File: config.mk
export PLATFORM = sky130hd
export DESIGN_NAME = morse_pattern_flasher
export DESIGN_NICKNAME = d
export VERILOG_FILES = /design/src/hw/rtl/mpf_pkg.sv /design/src/hw/rtl/morse_pattern_flasher.sv
export SDC_FILE = /design/constraint.sdc
export NUM_CORES = 1
export LEC_CHECK = 0
export ABC_AREA = 1
export BUFFER_PORTS_ARGS = -buffer_cell sky130_fd_sc_hd__buf_2
export CORE_MARGIN = 10
export CORE_UTILIZATION = 55
export DETAILED_ROUTE_END_ITERATION = 6
export GPL_TIMING_DRIVEN = 0
export HOLD_SLACK_MARGIN = 0.02
export PLACE_DENSITY = 0.78
export SETUP_SLACK_MARGIN = 0.05
export SKIP_LAST_GASP = 1
export SLEW_MARGIN = 10
export SYNTH_ARGS = -nofsm -noshare
export SYNTH_HDL_FRONTEND = slang
export SYNTH_SLANG_ARGS = --single-unit
export TNS_END_PERCENT = 10
File: constraint.sdc
create_clock -name clock -period 4.79 [get_ports clock]
set_input_delay 0.479 -clock clock [delete_from_list [all_inputs] [get_ports clock]]
set_output_delay 0.479 -clock clock [all_outputs]
set_load 0.005 [all_outputs]
File: src/hw/rtl/mpf_pkg.sv
// Shared types and constants for the Morse pattern flasher.
// No dependencies; used by morse_pattern_flasher and mpf_checker.
package mpf_pkg;

   localparam int MAX_ELEMENTS_DEF  = 8;
   localparam int WORD_GAP_DOTS_DEF = 7;

   localparam int CODE_W   = 8;
   localparam int COUNT_W  = 4;
   localparam int TICK_W   = 16;
   localparam int CSR_W    = 16;
   localparam int CSR_IDX_W = 2;
   localparam int IDX_EXT_W = 5;   // holds any element index up to 31
   localparam int SAT_W     = 6;   // holds an element count up to 32

   localparam int REQ_DATA_W = 16; // code_word, element_count, word_break, active_high
   localparam int RSP_DATA_W = 8;  // line_level, busy_res, accepted

   localparam logic [7:0]  DOT_UNITS_RST  = 8'd1;
   localparam logic        SLOW_MODE_RST  = 1'b1;
   localparam logic [15:0] SLOW_GAP_RST   = 16'd12;
   localparam logic [15:0] TICK_MAX       = 16'hFFFF;
   localparam logic [15:0] DASH_DOTS      = 16'd3;
   localparam logic [15:0] LETTER_GAP_DOTS = 16'd3;

   typedef enum logic [1:0] {
      PH_IDLE  = 2'd0,
      PH_MARK  = 2'd1,
      PH_GAP   = 2'd2,
      PH_SPACE = 2'd3
   } phase_type;

   typedef enum logic {
      OP_TICK  = 1'b0,
      OP_START = 1'b1
   } opcode_type;

   typedef enum logic [CSR_IDX_W-1:0] {
      CSR_DOT_UNITS = 2'd0,
      CSR_SLOW_MODE = 2'd1,
      CSR_SLOW_GAP  = 2'd2
   } csr_index_type;

   typedef struct packed {
      logic accepted;
      logic busy_res;
      logic line_level;
   } result_type;

endpackage

File: src/hw/rtl/morse_pattern_flasher.sv
// Morse pattern flasher top level: sequencer, configuration registers and
// a two-entry result buffer. Depends on mpf_pkg.
//
// Each request word (a tick or a start, selected by req_tuser) is processed
// in the cycle it is accepted and produces exactly one response word, so the
// block sustains one word per clock unless stalled. Responses sit in an output
// register backed by a skid register; req_tready drops only when both are full,
// i.e. after the response side has stalled for two words. Start words that arrive
// while a pattern or its trailing space is still running are answered with
// accepted = 0 and change nothing. Configuration writes take effect at once.
module morse_pattern_flasher #(
   parameter int MAX_ELEMENTS  = mpf_pkg::MAX_ELEMENTS_DEF,
   parameter int WORD_GAP_DOTS = mpf_pkg::WORD_GAP_DOTS_DEF
) (
   input  logic                              clock,
   input  logic                              reset,
   input  logic                              req_tvalid,
   output logic                              req_tready,
   // [7:0] code_word, [11:8] element_count, [12] word_break, [13] active_high
   input  logic [mpf_pkg::REQ_DATA_W-1:0]    req_tdata,
   // [0] opcode
   input  logic                              req_tuser,
   output logic                              rsp_tvalid,
   input  logic                              rsp_tready,
   // [0] line_level, [1] busy_res, [2] accepted
   output logic [mpf_pkg::RSP_DATA_W-1:0]    rsp_tdata,
   input  logic                              csr_we,
   input  logic [mpf_pkg::CSR_IDX_W-1:0]     csr_addr,
   input  logic [mpf_pkg::CSR_W-1:0]         csr_wdata
);

   localparam int IDX_W = (MAX_ELEMENTS > 1) ? $clog2(MAX_ELEMENTS) : 1;
   localparam int IDX_EXT_W_L = mpf_pkg::IDX_EXT_W;

   // configuration
   logic [7:0]  dot_units_ff;
   logic        slow_mode_ff;
   logic [15:0] slow_gap_ff;

   always_ff @(posedge clock) begin
      if (reset) begin
         dot_units_ff <= mpf_pkg::DOT_UNITS_RST;
         slow_mode_ff <= mpf_pkg::SLOW_MODE_RST;
         slow_gap_ff  <= mpf_pkg::SLOW_GAP_RST;
      end else if (csr_we) begin
         unique case (mpf_pkg::csr_index_type'(csr_addr))
            mpf_pkg::CSR_DOT_UNITS: dot_units_ff <= csr_wdata[7:0];
            mpf_pkg::CSR_SLOW_MODE: slow_mode_ff <= csr_wdata[0];
            mpf_pkg::CSR_SLOW_GAP:  slow_gap_ff  <= csr_wdata[15:0];
            default: ;
         endcase
      end
   end

   // request fields
   logic [mpf_pkg::CODE_W-1:0]  code_word;
   logic [mpf_pkg::COUNT_W-1:0] element_count;
   logic                        word_break;
   logic                        active_high;
   mpf_pkg::opcode_type         opcode;

   assign code_word     = req_tdata[7:0];
   assign element_count = req_tdata[11:8];
   assign word_break    = req_tdata[12];
   assign active_high   = req_tdata[13];
   assign opcode        = mpf_pkg::opcode_type'(req_tuser);

   // sequencer state
   mpf_pkg::phase_type          phase_ff, phase_in;
   logic [IDX_W-1:0]            index_ff, index_in;
   logic [mpf_pkg::TICK_W-1:0]  tick_ff, tick_in;
   logic [mpf_pkg::CODE_W-1:0]  code_ff, code_in;
   logic                        word_end_ff, word_end_in;
   logic                        polarity_ff, polarity_in;
   logic                        line_ff, line_in;

   logic                        req_fire;
   logic                        start_ok;
   logic [mpf_pkg::TICK_W-1:0]  tick_inc;
   logic [mpf_pkg::TICK_W-1:0]  dot_len;
   logic [mpf_pkg::TICK_W-1:0]  mark_len;
   logic [mpf_pkg::TICK_W-1:0]  space_len;
   logic [IDX_EXT_W_L-1:0]      index_ext;
   logic                        dash_bit;
   logic                        mark_done, gap_done, space_done;
   logic [mpf_pkg::SAT_W-1:0]   count_sat;

   assign req_fire = req_tvalid && req_tready;
   assign start_ok = (opcode == mpf_pkg::OP_START) && (phase_ff == mpf_pkg::PH_IDLE);

   assign tick_inc  = (tick_ff == mpf_pkg::TICK_MAX) ? tick_ff : tick_ff + 1'b1;
   assign dot_len   = (dot_units_ff == 8'd0) ? 16'd1 : 16'(dot_units_ff);
   assign index_ext = IDX_EXT_W_L'(index_ff);
   // elements above the code bits are dots
   assign dash_bit  = (index_ext < IDX_EXT_W_L'(mpf_pkg::CODE_W)) ?
                      code_ff[index_ext[2:0]] : 1'b0;
   assign mark_len  = dash_bit ? dot_len * mpf_pkg::DASH_DOTS : dot_len;

   always_comb begin
      if (slow_mode_ff) begin
         space_len = (slow_gap_ff == 16'd0) ? 16'd1 : slow_gap_ff;
      end else if (word_end_ff) begin
         space_len = dot_len * 16'(WORD_GAP_DOTS);
      end else begin
         space_len = dot_len * mpf_pkg::LETTER_GAP_DOTS;
      end
   end

   assign mark_done  = tick_inc >= mark_len;
   assign gap_done   = tick_inc >= dot_len;
   assign space_done = tick_inc >= space_len;

   assign count_sat = (mpf_pkg::SAT_W'(element_count) > mpf_pkg::SAT_W'(MAX_ELEMENTS)) ?
                      mpf_pkg::SAT_W'(MAX_ELEMENTS) : mpf_pkg::SAT_W'(element_count);

   // next phase
   always_comb begin
      phase_in = phase_ff;
      if (opcode == mpf_pkg::OP_START) begin
         if (start_ok) begin
            phase_in = (count_sat == '0) ? mpf_pkg::PH_SPACE : mpf_pkg::PH_MARK;
         end
      end else begin
         unique case (phase_ff)
            mpf_pkg::PH_IDLE:  phase_in = mpf_pkg::PH_IDLE;
            mpf_pkg::PH_MARK: begin
               if (mark_done) begin
                  phase_in = (index_ff == '0) ? mpf_pkg::PH_SPACE : mpf_pkg::PH_GAP;
               end
            end
            mpf_pkg::PH_GAP: begin
               if (gap_done) phase_in = mpf_pkg::PH_MARK;
            end
            mpf_pkg::PH_SPACE: begin
               if (space_done) phase_in = mpf_pkg::PH_IDLE;
            end
            default: phase_in = mpf_pkg::PH_IDLE;
         endcase
      end
   end

   // datapath updates
   always_comb begin
      index_in    = index_ff;
      tick_in     = tick_ff;
      code_in     = code_ff;
      word_end_in = word_end_ff;
      polarity_in = polarity_ff;
      line_in     = line_ff;
      if (opcode == mpf_pkg::OP_START) begin
         if (start_ok) begin
            code_in     = code_word;
            word_end_in = word_break;
            polarity_in = active_high;
            tick_in     = '0;
            if (count_sat == '0) begin
               index_in = '0;
            end else begin
               index_in = IDX_W'(count_sat - 1'b1);
               line_in  = active_high;
            end
         end
      end else begin
         unique case (phase_ff)
            mpf_pkg::PH_IDLE: ;
            mpf_pkg::PH_MARK: begin
               tick_in = tick_inc;
               if (mark_done) begin
                  line_in = ~polarity_ff;
                  tick_in = '0;
               end
            end
            mpf_pkg::PH_GAP: begin
               tick_in = tick_inc;
               if (gap_done) begin
                  if (index_ff != '0) index_in = index_ff - 1'b1;
                  line_in = polarity_ff;
                  tick_in = '0;
               end
            end
            mpf_pkg::PH_SPACE: begin
               tick_in = space_done ? '0 : tick_inc;
            end
            default: ;
         endcase
      end
   end

   always_ff @(posedge clock) begin
      if (reset) begin
         phase_ff    <= mpf_pkg::PH_IDLE;
         index_ff    <= '0;
         tick_ff     <= '0;
         code_ff     <= '0;
         word_end_ff <= 1'b0;
         polarity_ff <= 1'b0;
         line_ff     <= 1'b1;
      end else if (req_fire) begin
         phase_ff    <= phase_in;
         index_ff    <= index_in;
         tick_ff     <= tick_in;
         code_ff     <= code_in;
         word_end_ff <= word_end_in;
         polarity_ff <= polarity_in;
         line_ff     <= line_in;
      end
   end

   // result buffer: output register plus skid register
   mpf_pkg::result_type result_new, head_ff, skid_ff;
   logic                head_valid_ff, skid_valid_ff;
   logic                rsp_fire;

   assign result_new.line_level = line_in;
   assign result_new.busy_res   = (phase_in != mpf_pkg::PH_IDLE);
   assign result_new.accepted   = start_ok;

   assign rsp_fire   = head_valid_ff && rsp_tready;
   assign req_tready = !skid_valid_ff;
   assign rsp_tvalid = head_valid_ff;
   assign rsp_tdata  = {{(mpf_pkg::RSP_DATA_W - 3){1'b0}}, head_ff};

   always_ff @(posedge clock) begin
      if (reset) begin
         head_valid_ff <= 1'b0;
         skid_valid_ff <= 1'b0;
      end else begin
         if (!head_valid_ff || rsp_fire) begin
            // head is free next cycle: refill from skid first, else from new word
            if (skid_valid_ff) begin
               head_valid_ff <= 1'b1;
               skid_valid_ff <= req_fire;
            end else begin
               head_valid_ff <= req_fire;
            end
         end else if (req_fire) begin
            skid_valid_ff <= 1'b1;
         end
      end
   end

   always_ff @(posedge clock) begin
      if (!head_valid_ff || rsp_fire) begin
         if (skid_valid_ff) begin
            head_ff <= skid_ff;
            if (req_fire) skid_ff <= result_new;
         end else if (req_fire) begin
            head_ff <= result_new;
         end
      end else if (req_fire) begin
         skid_ff <= result_new;
      end
   end

endmodule

==> flow_summary_export.csv <==
group,metric,value,unit
synthesis,netlist.area_leader.share,21.6,%
clock_tree,h-tree-depth,3,
power,p_int,1020,µW
die,initial_core_util,56.3,%
placed_design,hpwlAfterDp,10.8,mm
hold_path,hold-path-endpoint,"slow_gap_ff[11]$_SDFFE_PP0P_",
synthesis,synth_top_area_cell,"dfxtp_1",
clock_tree,cts_hold_buffers,0,
setup_path,path_max_fanout,6,
layout,fillCellCount,878,
setup_path,worst_ep_required_time,5.02,ns
clock_tree,cts-root-buf,"clkbuf_8",
hold_path,hp-start,"csr_wdata[11]",
setup_path,path_common_cell,"buf_4",
sta,final_max_slew_viol_count,0,
synthesis,async_flop_share,0,%
sta,fin_crit_sh,98.6,%
sta,rsz0062_at_grt,"yes",
global_routing,grt_usage,19.7,%
setup_path,crit_type,"flop to flop",
synthesis,synth.avg_cell_area,6.60,µm²
drt,drt_iter0_markers,379,
synthesis,synthCells,829,
layout,diodes,0,
synthesis,yosysWarnings,0,
synthesis,netlist_area,0.00548,mm²
setup_path,endpoint_kind,"flop",
global_routing,grt_max_degree,14,
sta,tightest_slew,1.27,ns
drt,wl,14.6,mm
power,ir_drop,0.000209,V
global_routing,grt_pass1_vias,5245,
global_routing,grt_overflow,0,
placed_design,gp_congestion,0.936,
drt,vias_per_cell,5.24,
layout,area_growth,19.6,%
layout,seq_area,0.00138,mm²
synthesis,ys_seq_elements,65,
synthesis,synth_edf_count,6,
setup_path,arrival,4.95,ns
synthesis,synth.distinct_cells,45,
layout,drive_gt1_share,19.9,%
drt,routedWlPerCell,13.9,µm
drt,antenna_left,0,
die,die_height,120,µm
layout,finalNetCount,1022,
clock_tree,cts_buffers,9,
die,die-area,0.0143,mm²
drt,drt-pass1-iter-count,5,
sta,fmax,212,MHz
sta,slew_headroom,14.5,%
setup_path,ff2ff_path_depth,30,
hold_path,whs_path_depth,3,
power,powerDensity,241,mW/mm²
clock_tree,clock_sinks,65,
layout,multiInputGateArea,0.00371,mm²
power,switchingPower,551,µW
sta,skew,0.0171,ns
die,core-area,0.00973,mm²
synthesis,synth_ff_type,"dfxtp_1",
setup_path,cpPeakStageDelay,0.49,ns
clock_tree,clk_path_buf_depth,2,
clock_tree,cts_tree,"done",
run_status,status,"finished, final reports clean",
sta,finalHoldViolations,0,
setup_path,reg2reg_slack,0.07,ns
drt,drc,0,
synthesis,synth_area_leaders,"dfxtp_1 22%, ha_1 14%, nand2_1 13%, nor2_1 7.5%, inv_1 7.3%",
sta,tns,0,ns
setup_path,rr_startpoint,"dot_units_ff[0]$_SDFFE_PP1P_",
die,pin_count,50,
hold_path,holdCritPathClass,"primary input to flop",
sta,setup_slack,0.0659,ns
power,pwr-share-seq,38.0,%
setup_path,start_kind,"flop",
placed_design,port_buffers,40,
placed_design,post-place-ws,-0.587,ns
power,sw_frac_of_total,35.0,%
global_routing,antenna_found_initial,0,
drt,vias,5537,
clock_tree,clock_latency,0.36,ns
clock_tree,clkSlewWorstSetupHoldPaths,0.09,ns
power,combPwrFrac,30.4,%
power,p_clk_share,31.6,%
run,drv_cap,0,
setup_path,cp_slowest_cell,"fa_1",
power,p_leak,0.00317,µW
setup_path,r2r_end,"rsp_tdata[1]$_DFFE_PP_",
die,die_x,120,µm
sta,finalSetupViolCount,0,
die,rows,36,
global_routing,grt_pass1_wl,24.0,mm
synthesis,synth-seq-area-share,24.9,%
sta,period_minus_slack,4.72,ns
sequential cells by signal, summed over array words and instances (netlist names):
name and count:
index_ff 3, dot_units_ff 8, rsp_tvalid 1, skid_ff 3
slow_mode_ff 1, rsp_tdata 3, word_end_ff 1, polarity_ff 1
line_ff 1, skid_valid_ff 1, tick_ff 16, slow_gap_ff 16
phase_ff 2, code_ff 8
synthesized netlist by cell type (all sizes together), types with 4 or more instances:
cell / instances
fa: 4
clkbuf: 17
nand4: 12
xor2: 12
nor2: 114
inv: 106
o21ai: 64
o211ai: 5
buf: 9
edfxtp: 6
or2: 5
ha: 60
nand3: 37
dfxtp: 59
a21oi: 76
nand2: 209
nor4: 4
stage by stage:
stage	power, µW	std cells	hold WS [ns]	cell area (µm²)	utilization, %
floorplan	904	833	0.452	5490	-
global placement	1000	1006	0.487	5860	60.2
detailed placement	1010	1006	0.490	5860	60.2
CTS	1520	1043	0.340	6350	65.3
global route	1670	1056	0.352	6550	67.3
finish	1580	1056	0.341	6550	67.3
power by group through the flow:
stage / logic (µW) / registers, µW / clock network, µW
global placement: 389 / 611 / 0
detailed placement: 394 / 611 / 0
floorplan: 298 / 605 / 0
finish: 479 / 598 / 498
global route: 539 / 601 / 527
CTS: 429 / 596 / 498
cell type report:
cell class	count	area share, %
clock buffers	9	1.89
clock inverters	7	1.15
multi-input cells	635	56.7
inverters	107	6.40
well taps	133	2.54
plain buffers	26	2.92
flip-flops and latches	65	21.1
repair buffers	74	7.28
metal layers:
layer | GRT usage, % | share of wire, % | wire length, µm
met5 | 0 | 0 | 0
met4 | 5.88 | 1.5 | 216
met3 | 3.61 | 5.5 | 806
met2 | 32.1 | 46 | 6760
met1 | 26.0 | 47 | 6860
worst max-delay path, delay by kind of cell, from the launching register on:
kind | cells | cell delay (ns)
compound gates | 4 | 0.72
fa+ha+maj | 3 | 1.00
buf+inv | 10 | 1.25
flops | 1 | 0.35
simple gates | 13 | 1.24
kinds of logic (layout without fill, tap and decap cells):
kind of cell               after synthesis  in the layout  share of synthesized area (%)
AOI/OAI and AO/OA                      165            165                           16.9
and+or+nand+nor                        387            387                           29.9
adders and majority gates               64             64                           15.2
other                                    1              5                         0.0685
DFF                                     65             65                           24.9
buffers and inverters                  133            223                           10.8
xor gates and xnor gates                14             14                           2.24
cells in the final DEF (no fill, tap or decap), types with 6 or more instances in the layout:
cell and n:
nand2_2 15, a21oi_1 60, ha_1 54, clkbuf_8 13, dfxtp_1 52, edfxtp_1 6, nand4_1 12, nand3_1 31
buf_4 38, a21oi_2 16, nand2_1 194, nor2_1 103, inv_1 96, o21ai_0 60, buf_2 40, nor2_2 6
xor2_1 12, clkbuf_1 13
worst max-delay path by stage:
stage	endpoint	cells past startpoint	startpoint
3_5_place_dp	rsp_tdata[1]$_DFFE_PP_	35	dot_units_ff[6]$_SDFFE_PP0P_
3_3_place_gp	rsp_tdata[1]$_DFFE_PP_	34	dot_units_ff[6]$_SDFFE_PP0P_
6_report	rsp_tdata[1]$_DFFE_PP_	30	dot_units_ff[0]$_SDFFE_PP1P_
5_1_grt	tick_ff[7]$_SDFFE_PP0P_	35	dot_units_ff[3]$_SDFFE_PP0P_
2_1_floorplan	rsp_tdata[1]$_DFFE_PP_	35	dot_units_ff[5]$_SDFFE_PP0P_
4_1_cts	rsp_tdata[1]$_DFFE_PP_	34	dot_units_ff[6]$_SDFFE_PP0P_
timing repair:
action,4_1_cts,5_1_grt
buffers inserted,21,12
setup endpoints to repair,21,23
gates cloned,0,1
resized for setup,49,22
pin swaps,21,25
(Power assumes the default switching activity.)
